--- src/hw/rtl/tam_pkg.sv ---
// Shared types, constants and helpers of the temperature alert monitor.
// No dependencies; every other file of the block imports this package.
package tam_pkg;

  localparam int unsigned COUNT_BITS    = 16;
  localparam int unsigned LightLimit    = 5;
  localparam int unsigned ModerateLimit = 10;
  localparam int unsigned DivSteps      = 32;
  localparam int unsigned DivStepW      = $clog2(DivSteps);
  localparam int unsigned QueueDepth    = 2;
  localparam int unsigned QueuePtrW     = $clog2(QueueDepth);
  localparam int unsigned InDataW       = 16;
  localparam int unsigned OutDataW      = 184;
  localparam int unsigned AddrW         = 4;
  localparam logic [COUNT_BITS-1:0] CountMax = '1;
  localparam logic [29:0] SecondsMax = '1;

  typedef enum logic {
    OpMeasure = 1'b0,
    OpReport  = 1'b1
  } op_e;

  typedef enum logic [1:0] {
    LvlNormal   = 2'd0,
    LvlLight    = 2'd1,
    LvlModerate = 2'd2,
    LvlCritical = 2'd3
  } level_e;

  typedef enum logic [1:0] {
    RegBandLow   = 2'd0,
    RegBandHigh  = 2'd1,
    RegAlarmRun  = 2'd2,
    RegPeriod    = 2'd3
  } reg_idx_e;

  typedef enum logic [1:0] {
    BackIdle,
    BackDiv,
    BackDone
  } back_state_e;

  typedef struct packed {
    logic signed [7:0] band_low;
    logic signed [7:0] band_high;
    logic [15:0]       alarm_run;
    logic [11:0]       sample_period;
  } cfg_t;

  typedef struct packed {
    op_e                op;
    level_e             level;
    logic signed [15:0] temp;
  } q_item_t;

  typedef struct packed {
    logic [1:0]         alert_level;
    logic [15:0]        run_length;
    logic               alarm;
    logic signed [15:0] min_temp;
    logic signed [15:0] max_temp;
    logic signed [15:0] mean_temp;
    logic [15:0]        total_samples;
    logic [15:0]        light_alerts;
    logic [15:0]        moderate_alerts;
    logic [15:0]        critical_alerts;
    logic [29:0]        alert_seconds;
  } result_t;

  // queue output to the back end: valid flag and item
  typedef struct packed {
    logic    valid;
    q_item_t item;
  } q_out_t;

  function automatic logic [15:0] clip16(input logic [COUNT_BITS-1:0] v);
    logic [15:0] r;
    if (33'(v) > 33'h0_FFFF) r = 16'hFFFF;
    else r = 16'(v);
    return r;
  endfunction

  function automatic logic [COUNT_BITS-1:0] sat_inc(input logic [COUNT_BITS-1:0] v);
    logic [COUNT_BITS-1:0] r;
    if (v == CountMax) r = v;
    else r = v + 1'b1;
    return r;
  endfunction

endpackage

--- src/hw/rtl/tam_front.sv ---
// Front end: takes input transfers, rates the sample against the band.
// Depends on tam_pkg; feeds tam_queue.
module tam_front (
  input  logic                 s_valid_i,
  output logic                 s_ready_o,
  input  logic                 op_i,
  input  logic signed [15:0]   temp_i,
  input  tam_pkg::cfg_t        cfg_i,
  input  logic                 q_full_i,
  output logic                 q_push_o,
  output tam_pkg::q_item_t     q_item_o
);
  import tam_pkg::*;

  logic signed [17:0] t_w, lo_w, hi_w, dist_w;
  logic               above_w, below_w;
  level_e             level_w;

  assign s_ready_o = !q_full_i;
  assign q_push_o  = s_valid_i && !q_full_i;

  always_comb begin
    t_w     = 18'(temp_i);
    lo_w    = 18'($signed({cfg_i.band_low, 8'h00}));
    hi_w    = 18'($signed({cfg_i.band_high, 8'h00}));
    above_w = t_w > hi_w;
    below_w = t_w < lo_w;
    // inverted band: above wins, otherwise measured from band_low
    dist_w  = above_w ? (t_w - hi_w) : (lo_w - t_w);
    if (!(above_w || below_w)) level_w = LvlNormal;
    else if (dist_w < 18'(LightLimit * 256)) level_w = LvlLight;
    else if (dist_w < 18'(ModerateLimit * 256)) level_w = LvlModerate;
    else level_w = LvlCritical;
  end

  always_comb begin
    q_item_o.op    = op_e'(op_i);
    q_item_o.level = (op_e'(op_i) == OpMeasure) ? level_w : LvlNormal;
    q_item_o.temp  = temp_i;
  end

endmodule

--- src/hw/rtl/tam_queue.sv ---
// Short FIFO between the classifying front and the statistics back end.
// Depends on tam_pkg for the item type and depth.
module tam_queue (
  input  logic              clk_i,
  input  logic              rst_ni,
  input  logic              push_i,
  input  tam_pkg::q_item_t  item_i,
  output logic              full_o,
  input  logic              pop_i,
  output tam_pkg::q_out_t   out_o
);
  import tam_pkg::*;

  q_item_t              mem_q [QueueDepth];
  logic [QueuePtrW-1:0] wr_ptr_q, wr_ptr_d, rd_ptr_q, rd_ptr_d;
  logic [QueuePtrW:0]   fill_q, fill_d;
  logic                 do_push, do_pop;

  assign full_o     = fill_q == (QueuePtrW+1)'(QueueDepth);
  assign out_o.valid = fill_q != '0;
  assign out_o.item  = mem_q[rd_ptr_q];
  assign do_push    = push_i && !full_o;
  assign do_pop     = pop_i && out_o.valid;

  always_comb begin
    wr_ptr_d = wr_ptr_q;
    rd_ptr_d = rd_ptr_q;
    fill_d   = fill_q;
    if (do_push) wr_ptr_d = (wr_ptr_q == QueuePtrW'(QueueDepth-1)) ? '0 : wr_ptr_q + 1'b1;
    if (do_pop)  rd_ptr_d = (rd_ptr_q == QueuePtrW'(QueueDepth-1)) ? '0 : rd_ptr_q + 1'b1;
    if (do_push && !do_pop) fill_d = fill_q + 1'b1;
    else if (do_pop && !do_push) fill_d = fill_q - 1'b1;
  end

  always_ff @(posedge clk_i or negedge rst_ni) begin
    if (!rst_ni) begin
      wr_ptr_q <= '0;
      rd_ptr_q <= '0;
      fill_q   <= '0;
    end else begin
      wr_ptr_q <= wr_ptr_d;
      rd_ptr_q <= rd_ptr_d;
      fill_q   <= fill_d;
    end
  end

  always_ff @(posedge clk_i) begin
    if (do_push) mem_q[wr_ptr_q] <= item_i;
  end

endmodule

--- src/hw/rtl/tam_back.sv ---
// Back end: statistics state, run/alarm tracking, serial mean divider,
// duration multiply and the output register. Depends on tam_pkg.
module tam_back (
  input  logic              clk_i,
  input  logic              rst_ni,
  input  tam_pkg::cfg_t     cfg_i,
  input  tam_pkg::q_out_t   q_i,
  output logic              pop_o,
  output logic              out_valid_o,
  input  logic              out_ready_i,
  output tam_pkg::result_t  out_o
);
  import tam_pkg::*;

  back_state_e state_q, state_d;

  logic [COUNT_BITS-1:0] run_q, total_q;
  logic [COUNT_BITS-1:0] cnt_q [3];
  logic signed [15:0]    low_q, high_q;
  logic signed [31:0]    sum_q;

  logic [COUNT_BITS-1:0] rem_q;
  logic [31:0]           quo_q;
  logic [DivStepW-1:0]   step_q;
  logic                  neg_q;
  logic [29:0]           secs_q;

  result_t res_q, res_d;
  logic    out_valid_q;

  logic out_free, any_w, last_step;
  logic load_meas, load_empty, div_start, load_rep;

  // measure datapath
  level_e                lvl_w;
  logic signed [15:0]    t_w;
  logic [COUNT_BITS-1:0] run_nx, total_nx;
  logic [COUNT_BITS-1:0] cnt_nx [3];
  logic signed [15:0]    low_nx, high_nx;
  logic signed [31:0]    sum_nx;
  logic [32:0]           sum_ext;
  logic                  alarm_w;

  // report datapath
  logic [COUNT_BITS+1:0]  lvl_total;
  logic [COUNT_BITS+13:0] prod_w;
  logic [29:0]            secs_w;
  logic [31:0]            mag_w, mean_full;
  logic [COUNT_BITS:0]    rem_sh, rem_sub;
  logic                   ge_w;

  assign out_free    = !out_valid_q || out_ready_i;
  assign any_w       = total_q != '0;
  assign last_step   = step_q == DivStepW'(DivSteps - 1);
  assign out_valid_o = out_valid_q;
  assign out_o       = res_q;
  assign lvl_w       = q_i.item.level;
  assign t_w         = q_i.item.temp;

  // next state
  always_comb begin
    state_d = state_q;
    unique case (state_q)
      BackIdle: if (q_i.valid && out_free && q_i.item.op == OpReport && any_w)
                  state_d = BackDiv;
      BackDiv:  if (last_step) state_d = BackDone;
      BackDone: if (out_free) state_d = BackIdle;
      default:  state_d = BackIdle;
    endcase
  end

  // control outputs
  always_comb begin
    pop_o      = 1'b0;
    load_meas  = 1'b0;
    load_empty = 1'b0;
    div_start  = 1'b0;
    load_rep   = 1'b0;
    unique case (state_q)
      BackIdle: begin
        pop_o      = q_i.valid && out_free;
        load_meas  = pop_o && q_i.item.op == OpMeasure;
        load_empty = pop_o && q_i.item.op == OpReport && !any_w;
        div_start  = pop_o && q_i.item.op == OpReport && any_w;
      end
      BackDone: load_rep = out_free;
      default: ;
    endcase
  end

  // measure update
  always_comb begin
    for (int i = 0; i < 3; i++) cnt_nx[i] = cnt_q[i];
    unique case (lvl_w)
      LvlLight:    cnt_nx[0] = sat_inc(cnt_q[0]);
      LvlModerate: cnt_nx[1] = sat_inc(cnt_q[1]);
      LvlCritical: cnt_nx[2] = sat_inc(cnt_q[2]);
      default: ;
    endcase
    run_nx  = (lvl_w != LvlNormal) ? sat_inc(run_q) : '0;
    alarm_w = (lvl_w != LvlNormal) && (33'(run_nx) >= 33'(cfg_i.alarm_run));
    low_nx  = (t_w < low_q) ? t_w : low_q;
    high_nx = (t_w > high_q) ? t_w : high_q;
    sum_ext = {sum_q[31], sum_q} + {{17{t_w[15]}}, t_w};
    if (sum_ext[32] != sum_ext[31]) sum_nx = sum_ext[32] ? 32'sh8000_0000 : 32'sh7FFF_FFFF;
    else sum_nx = $signed(sum_ext[31:0]);
    // once the count is full the sum freezes so the mean stays consistent
    if (total_q != CountMax) begin
      total_nx = total_q + 1'b1;
    end else begin
      total_nx = total_q;
      sum_nx   = sum_q;
    end
  end

  // report helpers
  always_comb begin
    lvl_total = (COUNT_BITS+2)'(cnt_q[0]) + (COUNT_BITS+2)'(cnt_q[1])
              + (COUNT_BITS+2)'(cnt_q[2]);
    prod_w    = (COUNT_BITS+14)'(lvl_total) * (COUNT_BITS+14)'(cfg_i.sample_period);
    secs_w    = ((COUNT_BITS+14)'(prod_w) > (COUNT_BITS+14)'(SecondsMax)) ? SecondsMax
                                                                        : 30'(prod_w);
    mag_w     = sum_q[31] ? (32'd0 - sum_q) : sum_q;
    rem_sh    = {rem_q, quo_q[31]};
    ge_w      = rem_sh >= {1'b0, total_q};
    rem_sub   = ge_w ? (rem_sh - {1'b0, total_q}) : rem_sh;
    mean_full = neg_q ? (32'd0 - quo_q) : quo_q;
  end

  always_comb begin
    res_d = res_q;
    if (load_meas) begin
      res_d.alert_level     = lvl_w;
      res_d.run_length      = clip16(run_nx);
      res_d.alarm           = alarm_w;
      res_d.min_temp        = low_nx;
      res_d.max_temp        = high_nx;
      res_d.mean_temp       = '0;
      res_d.total_samples   = clip16(total_nx);
      res_d.light_alerts    = clip16(cnt_nx[0]);
      res_d.moderate_alerts = clip16(cnt_nx[1]);
      res_d.critical_alerts = clip16(cnt_nx[2]);
      res_d.alert_seconds   = '0;
    end else if (load_empty || load_rep) begin
      res_d.alert_level     = LvlNormal;
      res_d.run_length      = clip16(run_q);
      res_d.alarm           = 1'b0;
      res_d.min_temp        = any_w ? low_q : '0;
      res_d.max_temp        = any_w ? high_q : '0;
      res_d.mean_temp       = load_rep ? $signed(mean_full[15:0]) : '0;
      res_d.total_samples   = clip16(total_q);
      res_d.light_alerts    = clip16(cnt_q[0]);
      res_d.moderate_alerts = clip16(cnt_q[1]);
      res_d.critical_alerts = clip16(cnt_q[2]);
      res_d.alert_seconds   = load_rep ? secs_q : '0;
    end
  end

  always_ff @(posedge clk_i or negedge rst_ni) begin
    if (!rst_ni) begin
      state_q     <= BackIdle;
      out_valid_q <= 1'b0;
      run_q       <= '0;
      total_q     <= '0;
      low_q       <= 16'sh7FFF;
      high_q      <= 16'sh8000;
      sum_q       <= '0;
      for (int i = 0; i < 3; i++) cnt_q[i] <= '0;
      step_q      <= '0;
    end else begin
      state_q <= state_d;
      if (load_meas || load_empty || load_rep) out_valid_q <= 1'b1;
      else if (out_ready_i) out_valid_q <= 1'b0;
      if (load_meas) begin
        run_q   <= run_nx;
        total_q <= total_nx;
        low_q   <= low_nx;
        high_q  <= high_nx;
        sum_q   <= sum_nx;
        for (int i = 0; i < 3; i++) cnt_q[i] <= cnt_nx[i];
      end
      if (div_start) step_q <= '0;
      else if (state_q == BackDiv) step_q <= step_q + 1'b1;
    end
  end

  // divider and payload registers
  always_ff @(posedge clk_i) begin
    res_q <= res_d;
    if (div_start) begin
      rem_q  <= '0;
      quo_q  <= mag_w;
      neg_q  <= sum_q[31];
      secs_q <= secs_w;
    end else if (state_q == BackDiv) begin
      rem_q <= rem_sub[COUNT_BITS-1:0];
      quo_q <= {quo_q[30:0], ge_w};
    end
  end

endmodule

--- src/hw/rtl/temperature_alert_monitor.sv ---
// Temperature alert monitor: classifies Q8.8 samples against a band and keeps
// alert statistics; a report transfer returns mean, alert time, min and max.
// Input transfers on s_axis: tuser selects measure (0) or report (1), tdata
// carries the Q8.8 sample. One result transfer per input on m_axis.
// Configuration over APB: band_low 0x0, band_high 0x4, alarm_run 0x8,
// sample_period 0xC; write only while no transfer is in flight.
// A measure passes through the queue and then the output register of the back
// end, one measure per cycle when the sink keeps up. A report with samples
// runs the restoring divider, which retires one quotient bit per cycle over
// 32 bits; the back end takes nothing from the queue while it runs. An empty
// report is loaded straight into the output register.
// Reset clears statistics and loads the register defaults (15, 35, 3, 1).
// When the sink stalls the result holds in the output register and the
// two-entry queue keeps accepting input until it fills, then tready drops.
module temperature_alert_monitor (
  input  logic                           clk_i,
  input  logic                           rst_ni,
  input  logic                           s_axis_tvalid,
  output logic                           s_axis_tready,
  input  logic [tam_pkg::InDataW-1:0]    s_axis_tdata,  // [15:0] temp_sample
  input  logic                           s_axis_tuser,  // [0] operation
  output logic                           m_axis_tvalid,
  input  logic                           m_axis_tready,
  // [1:0] alert_level, [17:2] run_length, [18] alarm, [34:19] min_temp,
  // [50:35] max_temp, [66:51] mean_temp, [82:67] total_samples,
  // [98:83] light_alerts, [114:99] moderate_alerts, [130:115] critical_alerts,
  // [160:131] alert_seconds, [183:161] zero
  output logic [tam_pkg::OutDataW-1:0]   m_axis_tdata,
  input  logic                           psel,
  input  logic                           penable,
  input  logic                           pwrite,
  input  logic [tam_pkg::AddrW-1:0]      paddr,
  input  logic [31:0]                    pwdata,
  output logic [31:0]                    prdata,
  output logic                           pready
);
  import tam_pkg::*;

  cfg_t     cfg_q;
  logic     wr_en;
  reg_idx_e wr_idx;
  logic     q_full, q_push, q_pop;
  q_item_t  q_item;
  q_out_t   q_out;
  result_t  res;

  assign pready = 1'b1;
  assign wr_en  = psel && penable && pwrite;
  assign wr_idx = reg_idx_e'(paddr[3:2]);

  always_ff @(posedge clk_i or negedge rst_ni) begin
    if (!rst_ni) begin
      cfg_q.band_low      <= 8'sd15;
      cfg_q.band_high     <= 8'sd35;
      cfg_q.alarm_run     <= 16'd3;
      cfg_q.sample_period <= 12'd1;
    end else if (wr_en) begin
      unique case (wr_idx)
        RegBandLow:  cfg_q.band_low      <= $signed(pwdata[7:0]);
        RegBandHigh: cfg_q.band_high     <= $signed(pwdata[7:0]);
        RegAlarmRun: cfg_q.alarm_run     <= pwdata[15:0];
        RegPeriod:   cfg_q.sample_period <= pwdata[11:0];
        default: ;
      endcase
    end
  end

  always_comb begin
    unique case (reg_idx_e'(paddr[3:2]))
      RegBandLow:  prdata = {24'd0, cfg_q.band_low};
      RegBandHigh: prdata = {24'd0, cfg_q.band_high};
      RegAlarmRun: prdata = {16'd0, cfg_q.alarm_run};
      RegPeriod:   prdata = {20'd0, cfg_q.sample_period};
      default:     prdata = '0;
    endcase
  end

  tam_front u_front (
    .s_valid_i (s_axis_tvalid),
    .s_ready_o (s_axis_tready),
    .op_i      (s_axis_tuser),
    .temp_i    ($signed(s_axis_tdata[15:0])),
    .cfg_i     (cfg_q),
    .q_full_i  (q_full),
    .q_push_o  (q_push),
    .q_item_o  (q_item)
  );

  tam_queue u_queue (
    .clk_i  (clk_i),
    .rst_ni (rst_ni),
    .push_i (q_push),
    .item_i (q_item),
    .full_o (q_full),
    .pop_i  (q_pop),
    .out_o  (q_out)
  );

  tam_back u_back (
    .clk_i       (clk_i),
    .rst_ni      (rst_ni),
    .cfg_i       (cfg_q),
    .q_i         (q_out),
    .pop_o       (q_pop),
    .out_valid_o (m_axis_tvalid),
    .out_ready_i (m_axis_tready),
    .out_o       (res)
  );

  assign m_axis_tdata = {23'd0, res.alert_seconds, res.critical_alerts,
                         res.moderate_alerts, res.light_alerts, res.total_samples,
                         res.mean_temp, res.max_temp, res.min_temp, res.alarm,
                         res.run_length, res.alert_level};

endmodule

--- config.mk ---
export PLATFORM = sky130hd
export DESIGN_NAME = temperature_alert_monitor
export DESIGN_NICKNAME = d
export VERILOG_FILES = /design/src/hw/rtl/tam_pkg.sv /design/src/hw/rtl/tam_front.sv /design/src/hw/rtl/tam_queue.sv /design/src/hw/rtl/tam_back.sv /design/src/hw/rtl/temperature_alert_monitor.sv
export SDC_FILE = /design/constraint.sdc
export NUM_CORES = 2
export LEC_CHECK = 0
export BUFFER_PORTS_ARGS = -buffer_cell sky130_fd_sc_hd__buf_2
export CAP_MARGIN = 20
export CORE_MARGIN = 4
export CORE_UTILIZATION = 56
export CTS_CLUSTER_DIAMETER = 40
export DETAILED_ROUTE_END_ITERATION = 10
export GPL_ROUTABILITY_DRIVEN = 0
export GPL_TIMING_DRIVEN = 0
export HOLD_SLACK_MARGIN = 0.05
export PLACE_DENSITY = 0.78
export SYNTH_ARGS = -nofsm -noshare
export SYNTH_HDL_FRONTEND = slang
export SYNTH_SLANG_ARGS = --single-unit
--- constraint.sdc ---
create_clock -name clk_i -period 8.3 [get_ports clk_i]
set_input_delay 1.66 -clock clk_i [delete_from_list [all_inputs] [get_ports clk_i]]
set_output_delay 1.66 -clock clk_i [all_outputs]
set_load 0.05 [all_outputs]
==> impl_results.md <==
* Status: finished with violations
* Failing checks: setup timing
* Final setup viols at 5
* Synthesis warning total at 0
* Initial core utilization at 56.4%
* Final worst path period share at 101%
* Post-synthesis sequential area ratio at 37.6%
* Achievable Freq at 119 MHz
* Post-DP HPWL at 71.7 mm
* Setup slack, reg-to-reg at -0.12 ns
* Clock transition at path regs at 0.06 ns
* Worst-Margin Slew at 1.09 ns
* Post-Synth XOR/XNOR Area at 4.92%
* Skew final at 0.0305 ns
* Cell count of the worst hold path at 2
* Final worst path period need at 8.42 ns
* Synth area leader: edfxtp_1
* First-pass detailed-route iteration total at 6
* Largest family of logic cells by synthesized area: adder cells
* Final WS setup at -0.120 ns
* Routed length per instance at 20.4 um
* Core ar. at 60,200 um^2
* WP data arrival at 8.78 ns
* Mapped cell area at 34,000 um^2
* Site Rows at 90
* Relative slew slack at 27.2%
* Seq cells post-synth at 478
* Crit-path max FO at 7
* TritonCTS Sinks at 478
* CP peak stage delay at 0.55 ns
* Vias in the first global route at 27,500
* CP Data Required Time at 8.66 ns
* Most numerous cell on the critical path: fa_1
* HP Class: reg2reg
* Post-synthesis mux area share at 3.85%
* Fin nets at 4,359
* Final Cell Area at 39,900 um^2
* Via density at 6.00
* Overflow after GRT at 0
* Setup TNS at -0.515 ns
* DRC errors left at 0
* WS Path Type: reg2reg
* Synth Area in Simple Gates at 14.4%
* Synthesized-area fraction occupied by adder cells at 18.1%
* Crit. End Element: flop
* Largest net degree at the start of global routing at 105
* Total Wirelength at 97.1 mm
* Die width at 254 um
* Post-DP Area at 36,300 um^2
* Initial drt markers at 2,643
* CP startpoint kind: flop
* Post-synth EDFFs at 216
* Share of the synthesized area in the top cell type at 19.1%
* Initial antenna violation count at 11
* Final Hold Violating Endpoints at 0
* Global-route wire length before repair at 150 mm
* Max Cap Viol at 0
* GRT Util Overall at 29.4%
* Commonest non-fill, non-tap cell in the layout: nand2_1
* H-tree depth at 3
* Share of layout cells above drive strength 1 at 16.5%
* CTS root buffer: clkbuf_16
* Clk buf depth at 3
* Post-route ant nets at 0
* Reg2reg path depth at 33
* Post-Syn Instances at 3,515
* TritonCTS clock tree: built
* Compound-cell area share of the yosys netlist at 14.9%
* P&R area growth vs syn at 17.4%
* Clock Latency Late Sink at 0.63 ns
* Vias at 28,500
* Final Max Slew Viols at 0
* Syn_area_per_cell at 9.67 um^2
* Die area at 64,700 um^2
* Crit-path slowest cell: fa_1
* Boundary Pins at 279
* Synth area leaders: edfxtp_1 19%, dfrtp_1 13%, fa_1 9.7%
* Die Span Y at 254 um
* Hold-fix buffers, CTS at 0
* Place WS at -1.14 ns
* Library cells used by synthesis at 85
* PortBufs at 218
* Prevailing post-synth register cell: edfxtp_1
* RSZ-0062 raised after global routing: yes
* Most frequent cells in the layout: 385 x nand2_1, 320 x inv_1, 267 x o21ai_0
* CTS Buf Count at 75
* Async SR Flop Fraction at 41.8%
==> worst max-delay path, delay by kind of cell, from the launching register on <==
kind                       cells  cell delay (ns)
buffers and inverters          4             0.41
and+or+nand+nor                4             0.58
AOI/OAI and AO/OA             13             2.48
DFF                            1             0.45
xor gates and xnor gates       3             0.48
adders and majority gates      9             3.73
==> cell families (layout without fill, tap and decap cells) <==
logic type / Yosys count / after routing
and+or+nand+nor: 1006 / 1006
AOI/OAI and AO/OA: 806 / 806
xor gates and xnor gates: 191 / 191
muxes: 116 / 116
DFF: 478 / 478
adders and majority gates: 394 / 394
buffers and inverters: 522 / 938
other: 2 / 41
==> sequential cells by signal (all words and copies together) (netlist names), 5 cells and up <==
signal          cells
cfg_q              44
u_back.run_q       16
u_back.quo_q       32
u_back.secs_q      30
u_back.total_q     16
u_queue.mem_q      38
u_back.out_o      161
u_back.step_q       5
u_back.rem_q       16
u_back.sum_q       32
u_back.low_q       16
u_back.cnt_q       48
u_back.high_q      16
==> per-stage QoR <==
stage / cells / hold slack [ns] / utilization (%)
global placement: 4553 / 0.436 / 60.1
global route: 4752 / 0.474 / 66.2
finish: 4752 / 0.447 / 66.2
detailed placement: 4558 / 0.440 / 60.3
CTS: 4735 / 0.452 / 65.6
floorplan: 3553 / 0.426 / -
==> cell usage after synthesis (all sizes together) (5+ instances only) <==
| master | number |
|---|---|
| o211ai | 29 |
| nor3 | 63 |
| and2 | 107 |
| dfrtp | 174 |
| a31oi | 43 |
| nor3b | 9 |
| edfxtp | 216 |
| mux4 | 8 |
| xnor2 | 113 |
| a21boi | 5 |
| nor2 | 149 |
| dfxtp | 62 |
| nand4 | 40 |
| mux2i | 71 |
| inv | 326 |
| buf | 56 |
| o41ai | 7 |
| o21a | 26 |
| dfstp | 26 |
| clkbuf | 139 |
| and3 | 38 |
| fa | 165 |
| a21o | 84 |
| mux2 | 37 |
| o21ai | 286 |
| a211oi | 14 |
| or3 | 26 |
| and4 | 9 |
| ha | 228 |
| nand2b | 37 |
| xor2 | 78 |
| o31ai | 28 |
| nor4 | 16 |
| or2 | 8 |
| a21oi | 157 |
| o21bai | 12 |
| o2bb2ai | 16 |
| a31o | 6 |
| o22ai | 9 |
| nor2b | 34 |
| nand3 | 63 |
| a41oi | 5 |
| nand2 | 389 |
| a22o | 36 |
| or4 | 10 |
==> layer usage <==
layer	wire length [um]	vias up	global-route usage, %
li1	-	13000	-
met1	38300	13700	39.2
met2	43600	1488	45.9
met3	9970	355	7.38
met4	5110	14	12.9
met5	102	-	0
==> path summary, 6_finish.rpt <==
| kind | from | endpoint |
|---|---|---|
| worst max-delay path | u_back.cnt_q[32] | u_back.secs_q[28] |
| worst min-delay path | u_back.out_o[101] | u_back.out_o[101] |
| worst max register to register | u_back.cnt_q[32] | u_back.secs_q[28] |
| worst min register to register | u_back.out_o[101] | u_back.out_o[101] |
| max in group asynchronous | rst_ni | u_back.cnt_q[17] |
| min in group asynchronous | rst_ni | u_back.sum_q[4] |
==> cell type report <==
class,instances,area [um^2]
Antenna cell,1,2.50
Tap cell,782,978
Sequential cell,478,12800
Clock buffer,89,2010
Timing Repair Buffer,277,1630
Buffer,194,986
Inverter,327,1230
Multi-Input combinational cell,2553,19800
Fill cell,4563,20300
Clock inverter,51,546
==> repair_timing <==
action / 4_1_cts / 5_1_grt
gates cloned: 0 / 0
resized for setup: 93 / 58
buffers inserted: 38 / 15
endpoints found under the setup margin: 15 / 15
pin swaps: 62 / 32
Power is not shown: default switching activity piles up to over one toggle a cycle in this logic, so the estimate is an artifact.
